### config.mk
export PLATFORM = sky130hd
export DESIGN_NAME = virtqueue_descriptor_manager_top
export DESIGN_NICKNAME = d
export VERILOG_FILES = /design/src/hdl/vqdm_pkg.sv /design/src/hdl/vqdm_desc_mem.sv /design/src/hdl/vqdm_ctrl.sv /design/src/hdl/virtqueue_descriptor_manager_top.sv
export SDC_FILE = /design/constraint.sdc
export NUM_CORES = 2
export LEC_CHECK = 0
export CELL_PAD_IN_SITES_DETAIL_PLACEMENT = 1
export CELL_PAD_IN_SITES_GLOBAL_PLACEMENT = 2
export CORE_ASPECT_RATIO = 1.5
export CORE_MARGIN = 10
export CORE_UTILIZATION = 50
export DETAILED_ROUTE_END_ITERATION = 12
export DONT_BUFFER_PORTS = 1
export GPL_TIMING_DRIVEN = 0
export PLACE_DENSITY = 0.94
export SYNTH_ARGS = -nofsm -noshare
export SYNTH_HDL_FRONTEND = slang
export SYNTH_SLANG_ARGS = --single-unit
export TNS_END_PERCENT = 20
### constraint.sdc
create_clock -name clk -period 33.6 [get_ports clk]
set_clock_uncertainty 0.1 [all_clocks]
set_input_delay 1.68 -clock clk [delete_from_list [all_inputs] [get_ports clk]]
set_output_delay 1.68 -clock clk [all_outputs]
set_load 0.02 [all_outputs]
### src/hdl/vqdm_pkg.sv
// Package for the virtqueue descriptor manager.
// Holds the item, result, memory word and request types and the flag constants.
// No dependencies.
package vqdm_pkg;

	typedef logic [7:0] idx_t;

	localparam logic [1:0] FLAG_NEXT  = 2'b01;
	localparam logic [1:0] FLAG_WRITE = 2'b10;

	typedef enum logic [1:0] {
		OP_INIT     = 2'd0,
		OP_SUBMIT   = 2'd1,
		OP_COMPLETE = 2'd2
	} op_t;

	typedef enum logic [1:0] {
		ST_IDLE,
		ST_SUB,
		ST_CPL
	} state_t;

	typedef struct packed {
		logic [1:0] operation;
		logic       has_data;
		logic       is_write;
		logic       notify_suppressed;
		logic [7:0] used_id;
	} cmd_t;

	typedef struct packed {
		logic       status;
		logic [7:0] desc_index;
		logic [1:0] desc_flags;
		logic [7:0] avail_slot;
		logic       notify_device;
		logic       waiter_woken;
		logic [8:0] freed_count;
		logic       last;
	} result_t;

	typedef struct packed {
		logic       pending;
		logic [1:0] flags;
		idx_t       link;
	} desc_word_t;

	typedef struct packed {
		logic       clear;
		logic       rd_en;
		idx_t       rd_addr;
		logic       wr_en;
		idx_t       wr_addr;
		desc_word_t wr_word;
	} mem_req_t;

endpackage

### src/hdl/vqdm_desc_mem.sv
// Descriptor table memory: link, flags and pending mark per entry.
// Per-entry valid bits give the init value to entries not written since clear.
// Depends on vqdm_pkg.
module vqdm_desc_mem #(
	parameter int DEPTH = 256
) (
	input  logic                clk,
	input  logic                arst_n,
	input  vqdm_pkg::mem_req_t  req,
	output vqdm_pkg::desc_word_t rd_word
);

	localparam int AW = (DEPTH > 1) ? $clog2(DEPTH) : 1;

	vqdm_pkg::desc_word_t mem_q [DEPTH];
	logic [DEPTH-1:0]     valid_q;
	vqdm_pkg::desc_word_t rd_data_q;
	vqdm_pkg::desc_word_t hit_word_q;
	vqdm_pkg::idx_t       rd_addr_q;
	logic                 rd_valid_q;
	logic                 hit_q;

	always_ff @(posedge clk) begin
		if (req.wr_en) begin
			mem_q[req.wr_addr[AW-1:0]] <= req.wr_word;
		end
		if (req.rd_en) begin
			rd_data_q  <= mem_q[req.rd_addr[AW-1:0]];
			rd_addr_q  <= req.rd_addr;
			hit_word_q <= req.wr_word;
		end
	end

	always_ff @(posedge clk or negedge arst_n) begin
		if (!arst_n) begin
			valid_q    <= '0;
			rd_valid_q <= 1'b0;
			hit_q      <= 1'b0;
		end else begin
			if (req.clear) begin
				valid_q <= '0;
			end else if (req.wr_en) begin
				valid_q[req.wr_addr[AW-1:0]] <= 1'b1;
			end
			if (req.rd_en) begin
				rd_valid_q <= valid_q[req.rd_addr[AW-1:0]];
				hit_q      <= req.wr_en && (req.wr_addr == req.rd_addr);
			end
		end
	end

	always_comb begin
		if (hit_q) begin
			rd_word = hit_word_q;
		end else if (rd_valid_q) begin
			rd_word = rd_data_q;
		end else begin
			rd_word.pending = 1'b0;
			rd_word.flags   = 2'b00;
			rd_word.link    = rd_addr_q - 8'd1;
		end
	end

endmodule

### src/hdl/vqdm_ctrl.sv
// Sequencer for the descriptor manager: free list head, counters and chain walks.
// Reads, modifies and writes back the descriptor table one entry per cycle.
// Depends on vqdm_pkg.
module vqdm_ctrl #(
	parameter int DEPTH = 256
) (
	input  logic                 clk,
	input  logic                 arst_n,
	input  logic                 start,
	output logic                 busy,
	input  vqdm_pkg::cmd_t       cmd,
	input  logic                 cfg_valid,
	output logic                 cfg_ready,
	input  logic [3:0]           cfg_data,
	output vqdm_pkg::mem_req_t   mem_req,
	input  vqdm_pkg::desc_word_t rd_word,
	output logic                 result_valid,
	output vqdm_pkg::result_t    result
);

	localparam int CLOG   = (DEPTH > 1) ? $clog2(DEPTH) : 1;
	localparam int MAX_LG = ((1 << CLOG) == DEPTH) ? CLOG : CLOG - 1;

	vqdm_pkg::state_t  state_q, state_d;
	logic [3:0]        qlg_q;
	vqdm_pkg::idx_t    free_head_q, free_head_d;
	logic [8:0]        free_total_q, free_total_d;
	logic [15:0]       avail_q, avail_d;
	vqdm_pkg::idx_t    cur_q, cur_d;
	vqdm_pkg::idx_t    head_q, head_d;
	vqdm_pkg::idx_t    slot_q, slot_d;
	logic [1:0]        k_q, k_d;
	logic              has_data_q, has_data_d;
	logic              is_write_q, is_write_d;
	logic              ntf_q, ntf_d;
	logic              woken_q, woken_d;
	logic [8:0]        cnt_q, cnt_d;
	vqdm_pkg::result_t res_q, res_d;
	logic              res_valid_q, res_valid_d;

	logic [3:0]     lg_c;
	logic [8:0]     n;
	vqdm_pkg::idx_t mask;
	vqdm_pkg::idx_t next_idx;
	logic [8:0]     need;
	logic [1:0]     flags_k;
	logic           sub_last;
	logic [8:0]     cnt_new;
	logic           wake_now;

	always_comb begin
		if (qlg_q == 4'd0) begin
			lg_c = 4'd1;
		end else if (qlg_q > 4'd8) begin
			lg_c = 4'd8;
		end else begin
			lg_c = qlg_q;
		end
		if (lg_c > 4'(MAX_LG)) begin
			lg_c = 4'(MAX_LG);
		end
		n    = 9'd1 << lg_c;
		mask = 8'(n - 9'd1);
	end

	assign busy      = (state_q != vqdm_pkg::ST_IDLE);
	assign cfg_ready = (state_q == vqdm_pkg::ST_IDLE);
	assign next_idx  = rd_word.link & mask;
	assign need      = cmd.has_data ? 9'd3 : 9'd2;
	assign cnt_new   = cnt_q + 9'd1;
	assign wake_now  = (cnt_q == 9'd0) ? rd_word.pending : woken_q;
	assign sub_last  = (k_q == 2'd2) || ((k_q == 2'd1) && !has_data_q);

	always_comb begin
		case (k_q)
			2'd0: flags_k = vqdm_pkg::FLAG_NEXT;
			2'd1: begin
				if (!has_data_q) begin
					flags_k = vqdm_pkg::FLAG_WRITE;
				end else if (is_write_q) begin
					flags_k = vqdm_pkg::FLAG_NEXT;
				end else begin
					flags_k = vqdm_pkg::FLAG_WRITE | vqdm_pkg::FLAG_NEXT;
				end
			end
			default: flags_k = vqdm_pkg::FLAG_WRITE;
		endcase
	end

	always_comb begin
		state_d      = state_q;
		free_head_d  = free_head_q;
		free_total_d = free_total_q;
		avail_d      = avail_q;
		cur_d        = cur_q;
		head_d       = head_q;
		slot_d       = slot_q;
		k_d          = k_q;
		has_data_d   = has_data_q;
		is_write_d   = is_write_q;
		ntf_d        = ntf_q;
		woken_d      = woken_q;
		cnt_d        = cnt_q;
		res_d        = '0;
		res_valid_d  = 1'b0;
		mem_req      = '0;
		case (state_q)
			vqdm_pkg::ST_IDLE: begin
				if (start) begin
					case (cmd.operation)
						vqdm_pkg::OP_INIT: begin
							mem_req.clear = 1'b1;
							free_head_d   = mask;
							free_total_d  = n;
							avail_d       = 16'd0;
							res_valid_d   = 1'b1;
							res_d.last    = 1'b1;
						end
						vqdm_pkg::OP_SUBMIT: begin
							if (free_total_q < need) begin
								res_valid_d  = 1'b1;
								res_d.status = 1'b1;
								res_d.last   = 1'b1;
							end else begin
								mem_req.rd_en   = 1'b1;
								mem_req.rd_addr = free_head_q & mask;
								cur_d        = free_head_q & mask;
								k_d          = 2'd0;
								has_data_d   = cmd.has_data;
								is_write_d   = cmd.is_write;
								ntf_d        = !cmd.notify_suppressed;
								slot_d       = avail_q[7:0] & mask;
								free_total_d = free_total_q - need;
								avail_d      = avail_q + 16'd1;
								state_d      = vqdm_pkg::ST_SUB;
							end
						end
						vqdm_pkg::OP_COMPLETE: begin
							mem_req.rd_en   = 1'b1;
							mem_req.rd_addr = cmd.used_id & mask;
							cur_d   = cmd.used_id & mask;
							head_d  = cmd.used_id & mask;
							cnt_d   = 9'd0;
							state_d = vqdm_pkg::ST_CPL;
						end
						default: ;
					endcase
				end
			end
			vqdm_pkg::ST_SUB: begin
				mem_req.wr_en           = 1'b1;
				mem_req.wr_addr         = cur_q;
				mem_req.wr_word.pending = (k_q == 2'd0) ? 1'b1 : rd_word.pending;
				mem_req.wr_word.flags   = flags_k;
				mem_req.wr_word.link    = rd_word.link;
				res_valid_d         = 1'b1;
				res_d.desc_index    = cur_q;
				res_d.desc_flags    = flags_k;
				res_d.avail_slot    = slot_q;
				res_d.notify_device = ntf_q;
				res_d.last          = sub_last;
				if (sub_last) begin
					free_head_d = rd_word.link;
					state_d     = vqdm_pkg::ST_IDLE;
				end else begin
					mem_req.rd_en   = 1'b1;
					mem_req.rd_addr = next_idx;
					cur_d = next_idx;
					k_d   = k_q + 2'd1;
				end
			end
			vqdm_pkg::ST_CPL: begin
				mem_req.wr_en           = 1'b1;
				mem_req.wr_addr         = cur_q;
				mem_req.wr_word.pending = (cnt_q == 9'd0) ? 1'b0 : rd_word.pending;
				mem_req.wr_word.flags   = rd_word.flags;
				mem_req.wr_word.link    = free_head_q;
				woken_d     = wake_now;
				free_head_d = cur_q;
				if (free_total_q < n) begin
					free_total_d = free_total_q + 9'd1;
				end
				cnt_d = cnt_new;
				if (((rd_word.flags & vqdm_pkg::FLAG_NEXT) != 2'b00) && (cnt_new < n)) begin
					mem_req.rd_en   = 1'b1;
					mem_req.rd_addr = next_idx;
					cur_d = next_idx;
				end else begin
					res_valid_d        = 1'b1;
					res_d.desc_index   = head_q;
					res_d.waiter_woken = wake_now;
					res_d.freed_count  = cnt_new;
					res_d.last         = 1'b1;
					state_d            = vqdm_pkg::ST_IDLE;
				end
			end
			default: state_d = vqdm_pkg::ST_IDLE;
		endcase
	end

	always_ff @(posedge clk or negedge arst_n) begin
		if (!arst_n) begin
			state_q      <= vqdm_pkg::ST_IDLE;
			qlg_q        <= 4'd8;
			free_head_q  <= 8'((1 << MAX_LG) - 1);
			free_total_q <= 9'(1 << MAX_LG);
			avail_q      <= 16'd0;
			res_valid_q  <= 1'b0;
		end else begin
			state_q      <= state_d;
			free_head_q  <= free_head_d;
			free_total_q <= free_total_d;
			avail_q      <= avail_d;
			res_valid_q  <= res_valid_d;
			if (cfg_valid && cfg_ready) begin
				qlg_q <= cfg_data;
			end
		end
	end

	always_ff @(posedge clk) begin
		cur_q      <= cur_d;
		head_q     <= head_d;
		slot_q     <= slot_d;
		k_q        <= k_d;
		has_data_q <= has_data_d;
		is_write_q <= is_write_d;
		ntf_q      <= ntf_d;
		woken_q    <= woken_d;
		cnt_q      <= cnt_d;
		res_q      <= res_d;
	end

	assign result_valid = res_valid_q;
	assign result       = res_q;

endmodule

### src/hdl/virtqueue_descriptor_manager_top.sv
// Top level of the split virtqueue descriptor manager.
// Instantiates vqdm_ctrl and vqdm_desc_mem; depends on vqdm_pkg.
//
// An item is taken when start is high and busy is low. Init, a refused submit and
// operation 3 keep busy low. An accepted submit holds busy while it visits its
// 2 or 3 chain descriptors, and a completion while it walks its chain (up to the
// queue size), one descriptor per step, because each step is a read, modify and
// write of the single descriptor table memory. Results are registered, each
// strobed on result_valid for one cycle, back to back within an item; the
// receiver cannot stall them. Init and reset clear the table at once through
// per-entry valid bits, with no clearing pass.
module virtqueue_descriptor_manager_top #(
	parameter int QUEUE_DEPTH = 256
) (
	input  logic              clk,
	input  logic              arst_n,
	input  logic              start,
	output logic              busy,
	input  vqdm_pkg::cmd_t    cmd,
	input  logic              cfg_valid,
	output logic              cfg_ready,
	input  logic [3:0]        cfg_data,
	output logic              result_valid,
	output vqdm_pkg::result_t result
);

	localparam int DEPTH = (QUEUE_DEPTH < 256) ? QUEUE_DEPTH : 256;

	vqdm_pkg::mem_req_t   mem_req;
	vqdm_pkg::desc_word_t rd_word;

	vqdm_ctrl #(
		.DEPTH(DEPTH)
	) u_ctrl (
		.clk          (clk),
		.arst_n       (arst_n),
		.start        (start),
		.busy         (busy),
		.cmd          (cmd),
		.cfg_valid    (cfg_valid),
		.cfg_ready    (cfg_ready),
		.cfg_data     (cfg_data),
		.mem_req      (mem_req),
		.rd_word      (rd_word),
		.result_valid (result_valid),
		.result       (result)
	);

	vqdm_desc_mem #(
		.DEPTH(DEPTH)
	) u_mem (
		.clk     (clk),
		.arst_n  (arst_n),
		.req     (mem_req),
		.rd_word (rd_word)
	);

	assert property (@(posedge clk) disable iff (!arst_n)
		mem_req.wr_en |-> busy)
		else $error("Table written while idle.");

	assert property (@(posedge clk) disable iff (!arst_n)
		mem_req.clear |-> !busy && !mem_req.wr_en && !mem_req.rd_en)
		else $error("Table clear overlaps an access.");

	assert property (@(posedge clk) disable iff (!arst_n)
		result_valid && !result.last |=> result_valid)
		else $error("Gap inside a chain of results.");

	assert property (@(posedge clk) disable iff (!arst_n)
		result_valid && (result.status || (result.freed_count != 9'd0)) |-> result.last)
		else $error("Single-result item without last.");

endmodule

==> Yosys cells after proc, flatten, opt, wreduce, memory -nomap -nowiden <==
Memories as Yosys holds them, arrays and structs flattened. A register that Yosys moved wholly into a read port is not among the register bits.
Cells that the tools add are included.
{ "word_totals": {"register_bits": 387, "out_inout_bits": 34, "ramBits": 2816, "wordCells": 174, "n_memories": 1, "in_bits": 21} }
{ "op_classes": {"n_reduce_logical": 30, "add_sub_neg": 7, "eq_ne": 21, "shifts": 1, "magnitude_cmp": 8, "bitwise_logic": 7, "n_mux": 69} }
{ "mem_list": {"columns": ["memory", "depth", "width", "rd", "rd_ports_with_merged_regs", "write_ports", "line", "source"], "rows": [
  ["u_mem.mem_q", 256, 11, 1, 1, 1, "vqdm_desc_mem.sv:15", "vqdm_pkg::desc_word_t mem_q [DEPTH];"]
]} }
{ "ops": {"columns": ["op", "count"], "rows": [
  ["256-bit 2-to-1 mux", 2],
  ["256-bit bitwise OR", 1],
  ["9-bit 2-to-1 mux", 8],
  ["9-bit one-hot mux with 2 select lines", 4],
  ["8-bit 2-to-1 mux", 8],
  ["8-bit one-hot mux with 3 select lines", 2],
  ["20-bit one-hot mux with 2 select lines", 1],
  ["8-bit bitwise AND", 4],
  ["16-bit one-hot mux with 2 select lines", 1],
  ["8-bit one-hot mux with 2 select lines", 2],
  ["9-bit < comparator", 3],
  ["9-bit one-hot mux with 3 select lines", 1],
  ["11-bit 2-to-1 mux", 2],
  ["2-bit 2-to-1 mux", 10],
  ["9-bit by 1-bit adder with 9-bit output, second input constant", 2],
  ["8-bit by 9-bit < comparator with 1-bit output, second input constant", 2],
  ["16-bit by 1-bit adder with 16-bit output, second input constant", 1],
  ["16-bit 2-to-1 mux", 1],
  ["2-bit inequality test, second input constant", 8],
  ["8-bit by 1-bit subtractor with 8-bit output, second input constant", 2],
  ["5-bit AND reduction", 3],
  ["1-bit 2-to-1 mux", 14],
  ["4-bit 2-to-1 mux", 3],
  ["2-bit one-hot mux with 2 select lines", 3],
  ["other kinds (29)", 55]
]} }

==> Depth between registers and ports, before layout <==
{ "logic_depth": {"word_depth": 14, "ltp_mapped": 23, "depth_no_buf": 19} }

==> Modules after synthesis <==
Synthesis repeated with hierarchy kept, for this count alone.
{ "hier_totals": {"cells_unflattened": 6443, "area_unflattened_um2": 124996.1} }
{ "by_module_without_submodules": {"columns": ["mod", "n_inst", "seq_area_each_um2", "area_each_um2", "cells_each"], "rows": [
  ["vqdm_desc_mem", 1, 91918.2, 119204.3, 5840],
  ["vqdm_ctrl", 1, 2605.0, 5791.8, 603]
]} }

==> Worst setup path before layout <==
Ideal clock, no wire load.
{ "synth_timing": {"kind": "register to register", "startpoint": "reg u_ctrl.state_q[1]", "endpoint": "reg u_mem.hit_word_q[10] (netlist name) (data pin)", "stages_incl_launch_ff": 7, "n_path_buf": 2, "period_less_slack_ps": 14093, "t_arrival_ps": 11712, "required_time_ps": 31219, "slack_ps": 19507, "setup_ps": 2281, "cell_sequence": "dfrtp_1 > inv_1 > ha_1 > clkbuf_1 > clkbuf_1 > o21ai_0 > a21boi_0"} }
{ "synth_lines": {"columns": ["element", "line", "source"], "rows": [
  ["from (decl)", "vqdm_ctrl.sv:24", "vqdm_pkg::state_t state_q, state_d;"],
  ["from (signal assigned)", "vqdm_ctrl.sv:203", "state_q <= vqdm_pkg::ST_IDLE;"],
  ["from (signal assigned)", "vqdm_ctrl.sv:210", "state_q <= state_d;"],
  ["to (signal assigned)", "vqdm_desc_mem.sv:30", "hit_word_q <= req.wr_word;"],
  ["to (decl)", "vqdm_desc_mem.sv:18", "vqdm_pkg::desc_word_t hit_word_q;"]
]} }

==> Final worst setup path <==
{ "layout_timing": {"startpoint": "reg u_ctrl.qlg_q[2]", "endpoint": "reg u_mem.rd_valid_q"} }
{ "layout_via": {"elab_chain_len": 14, "word_cells_on_any_way": 21, "classes_between": "add/sub (1); order compare (3); shift (1); mux (11); bitwise (3); reduce/logical (2)"} }
{ "layout_rtl": {"columns": ["element", "line", "source"], "rows": [
  ["from (decl)", "vqdm_ctrl.sv:25", "logic [3:0] qlg_q;"],
  ["from (signal assigned)", "vqdm_ctrl.sv:216", "qlg_q <= cfg_data;"],
  ["4-bit greater-than comparator", "vqdm_ctrl.sv:54", "end else if (qlg_q > 4'd8) begin"],
  ["4-bit 2-to-1 mux", "vqdm_ctrl.sv:54", null],
  ["4-bit 2-to-1 mux (*)", "vqdm_ctrl.sv:52", "if (qlg_q == 4'd0) begin"],
  ["4-bit greater-than comparator", "vqdm_ctrl.sv:59", "if (lg_c > 4'(MAX_LG)) begin"],
  ["4-bit 2-to-1 mux (*)", "vqdm_ctrl.sv:59", null],
  ["1-bit by 4-bit left shift with 9-bit output (*)", "vqdm_ctrl.sv:62", "n = 9'd1 << lg_c;"],
  ["8-bit by 1-bit subtractor with 8-bit output", "vqdm_ctrl.sv:63", "mask = 8'(n - 9'd1);"],
  ["8-bit bitwise AND", "vqdm_ctrl.sv:126", "mem_req.rd_addr = free_head_q & mask;"],
  ["9-bit 2-to-1 mux", "vqdm_ctrl.sv:120", "if (free_total_q < need) begin"],
  ["9-bit one-hot mux with 2 select lines", "vqdm_ctrl.sv:110", "case (cmd.operation)"],
  ["10-bit 2-to-1 mux", "vqdm_ctrl.sv:109", "if (start) begin"],
  ["9-bit one-hot mux with 3 select lines (*)", "vqdm_ctrl.sv:107", "case (state_q)"],
  ["1-bit binary-select mux with 8-bit select", "vqdm_desc_mem.sv:46", "rd_valid_q <= valid_q[req.rd_addr[AW-1:0]];"],
  ["1-bit 2-to-1 mux (implied by the code)", "vqdm_desc_mem.sv:46", null],
  ["to (signal assigned)", "vqdm_desc_mem.sv:46", null],
  ["to (decl)", "vqdm_desc_mem.sv:20", "logic rd_valid_q;"]
]} }
Mark *: on every way between the ends. The rest lies on a longest branch, timed or not. The select of a mux whose other input is x is not followed.
A chain may end at the register's enable or synchronous reset.

==> qor.yml <==
die:
  fp.dieArea_um2: 255000
  dieHeight_um: 613
  core_um2: 233000
  ios: 55
  fp.dieW_um: 415
  num_rows: 217
  initial_utilization: 0.503
grt:
  grt_overflow: 0
  antenna_found_initial: 81
  grt_pass1_vias: 90000
  grt_max_degree: 291
  grt_pass1_wl_um: 763000
  track_usage: 0.441
drt:
  vias: 90200
  finalWirelength_um: 573000
  wl_met2_um: 252000
  wl_per_cell_um: 46.4
  wirelength_met1_um: 174000
  drc_errors: 0
  via_per_inst: 7.31
  firstDrtPassIters: 7
  drt_iter0_drc: 15300
  highest_layer: "met5"
  wl_met3_um: 69600
  drtAntennaViolNets: 0
run_status:
  outcome: "complete, but fails checks"
  violations: "capacitance limit, slew limit"
critical_path:
  critPathMostFrequentCell: "clkbuf_1"
  r2r-start: "u_ctrl.qlg_q[2]"
  critPathKind: "reg2reg"
  end_kind: "flip-flop"
  cpMaxStageDelayCell: "clkbuf_1"
  cp.arrival_ns: 9.95
  cp-start-kind: "flip-flop"
  critical-path-max-stage-delay_ns: 1.29
  path_cells: "clkbuf_1 > nor2_1 > nand3_1 > ha_1 > nor3_1 > a21oi_1 > a211oi_4 > a211o_1 > buf_2 > nand2b_2 > inv_2 > clkbuf_1 > clkbuf_1 > nand2_1 > a21oi_1 > o21ai_0 > nand2_1 > a211oi_1 > a2111oi_0 > a221o_1"
  setup.worst_path.start: "u_ctrl.qlg_q[2]"
  worstPathMaxFanout: 10
  crit_required_ns: 34.33
clock_network:
  cts_repair_resize_count: 0
  cts_hold_buf: 0
  cts_buffer_depth: 4
  clockRootBuffer: "clkbuf_16"
  cts_setup_buffers: 0
  cts_buffers: 282
  clk_pin_slew_ns: 0.07
  cts.sinks: 2948
  cts_tree: "built"
  clock_latency_ns: 0.91
  h-tree-depth: 5
synthesis:
  yosysSeqAreaShare: 0.740
  syn-mean-instance-area_um2: 13.7
  synth_warnings: 0
  ys.flop_type: "edfxtp_1"
  synthArstFlopShare: 0.0984
  ys_ff_latch: 2948
  syn_inst: 8581
  synth_edf_count: 2627
  netlist-cell-type-count: 81
  synth.cell_area_um2: 117000
  synth_fp_nets: 8636
place:
  place_area_um2: 124000
  port_buffers: 0
  place_congestion: 1.12
  dp_worst_setup_slack_ns: 25.24
  hpwl_um: 404000
layout:
  stdcell_area_um2: 133000
  utilization: 0.572
  syn_to_final_growth_pct: 13.9
  fin_nets: 9055
  drive_gt1_frac: 0.103
timing:
  setup_ws_ns: 24.39
  finalCriticalPeriod_ns: 9.21
  worst_pin_slew_ns: 1.78
  slew-limit-headroom: -0.186
  slew_viol_final: 321
  setup_viol: 0
  hold_viol_final: 0
  rsz0062_at_grt: "no"
  fmax_mhz: 109
  fin_tns_setup_ns: 0
  finalCritPeriodShare: 0.274
power:
  ir_worst_vdd_mv: 0.0610
  p_leak_uw: 0.0450
  p_per_area_nw_per_um2: 98.2
run:
  maxCapViolCount: 38
min_path:
  min_path_type: "reg2reg"
  hold_start: "u_ctrl.slot_q[5]"
cell usage after synthesis (15+ instances only):
master     instances  area, um2
ha_1              34        425
edfxtp_1        2627      78900
o21ai_0           70        350
o2bb2ai_1         20        175
a31oi_1          308       1930
buf_1             48        180
nor3_1            26        130
nor2b_1           34        213
inv_1             40        150
and2_1            21        131
o211ai_1          31        233
o21a_1           186       1400
clkbuf_1         396       1490
nand2_1         1438       5400
o22ai_1          147        920
nand3_1          683       3420
nand2b_1          18        113
a21oi_1          383       1920
or4_1             40        300
dfrtp_1          280       7010
mux2i_1           47        470
buf_4             15        113
xor2_1            19        166
a22oi_1           39        293
a31o_1            20        175
dfxtp_1           31        621
nor2_1           494       1850
buf_2            218       1090
o221ai_1         686       6010
o32ai_1           21        184
placed cells by master, fill, tap and decap left out, types with 32 or more instances in the layout:
cell type and n:
or4_1 40, buf_2 220, inv_1 40, o21ai_0 70, clkinv_1 43, clkbuf_2 34, nand2_1 1438, clkinv_2 32
o221ai_1 686, mux2i_1 47, clkbuf_16 292, clkbuf_1 424, ha_1 34, nor2b_1 32, a31oi_1 305, o21a_1 185
buf_1 44, buf_12 58, edfxtp_1 2627, o22ai_1 147, diode_2 65, a22oi_1 39, bufinv_16 32, nor2_2 88
dfrtp_1 280, a21oi_1 382, nand3_1 683, nor2_1 406
power breakdown:
| group | internal [uW] | switching [uW] |
|---|---|---|
| Clock | 1880 | 1480 |
| Combinational | 1060 | 4190 |
| Sequential | 4430 | 78.4 |
| Total | 7370 | 5740 |
flip-flops by register name, indices dropped and copies added, names as in the netlist, 9 cells and up:
register             cells
u_ctrl.result           31
u_mem.mem_q           2560
u_mem.hit_word_q        10
u_ctrl.cnt_q             9
u_ctrl.free_total_q      9
u_mem.rd_data_q         10
u_mem.valid_q          256
metrics by stage:
step / hold WS [ns] / power [uW] / instances
floorplan: 0.314 / 6810 / 8581
global placement: 0.330 / 9530 / 11600
detailed placement: 0.340 / 9330 / 11800
CTS: 0.351 / 12600 / 12300
global route: 0.373 / 13100 / 12300
finish: 0.349 / 13100 / 12300
critical path: cells and delay by family, from the launching register on:
family	cells	cell delay [ns]
flops	1	0.41
fa+ha+maj	1	0.44
compound gates	8	2.47
buf+inv	5	3.69
simple gates	6	1.97
final cells by class:
type	count	area, um2
inverters	47	179
well taps	3066	3840
clock buffers	366	7710
diodes	65	163
flip-flops and latches	2948	86800
repair buffers	135	2580
plain buffers	684	2990
multi-input cells	4902	27700
clock inverters	135	1590
fillers	22300	99700
path summary, 6_finish.rpt:
check | end | slack [ns] | cells past startpoint
hold / removal | u_ctrl.result[17] | 0.35 | 1
max in group asynchronous | u_mem.valid_q[79] | 32.32 | 0
hold reg to reg | u_ctrl.result[17] | 0.35 | 1
setup reg to reg | u_mem.rd_valid_q | 24.39 | 20
min in group asynchronous | u_ctrl.qlg_q[0] | 0.38 | 0
setup / recovery | u_mem.rd_valid_q | 24.39 | 20
cells by family after synthesis:
group,count (synthesis),synth area share
multiplexers,54,0.00469
adder cells (fa/ha/maj),34,0.00363
AND/OR/NAND/NOR,2803,0.102
buffers and inverters,731,0.0267
XOR/XNOR,30,0.00224
AO/OA/AOI/OAI,1980,0.121
flip-flops,2948,0.740
other,1,0.0000320
routing by layer:
metal,vias up,global-route usage
met3,2739,0.149
met1,45300,0.464
met2,8157,0.668
li1,34000,-
met4,26,0.468
met5,-,0
(Power assumes the default switching activity.)
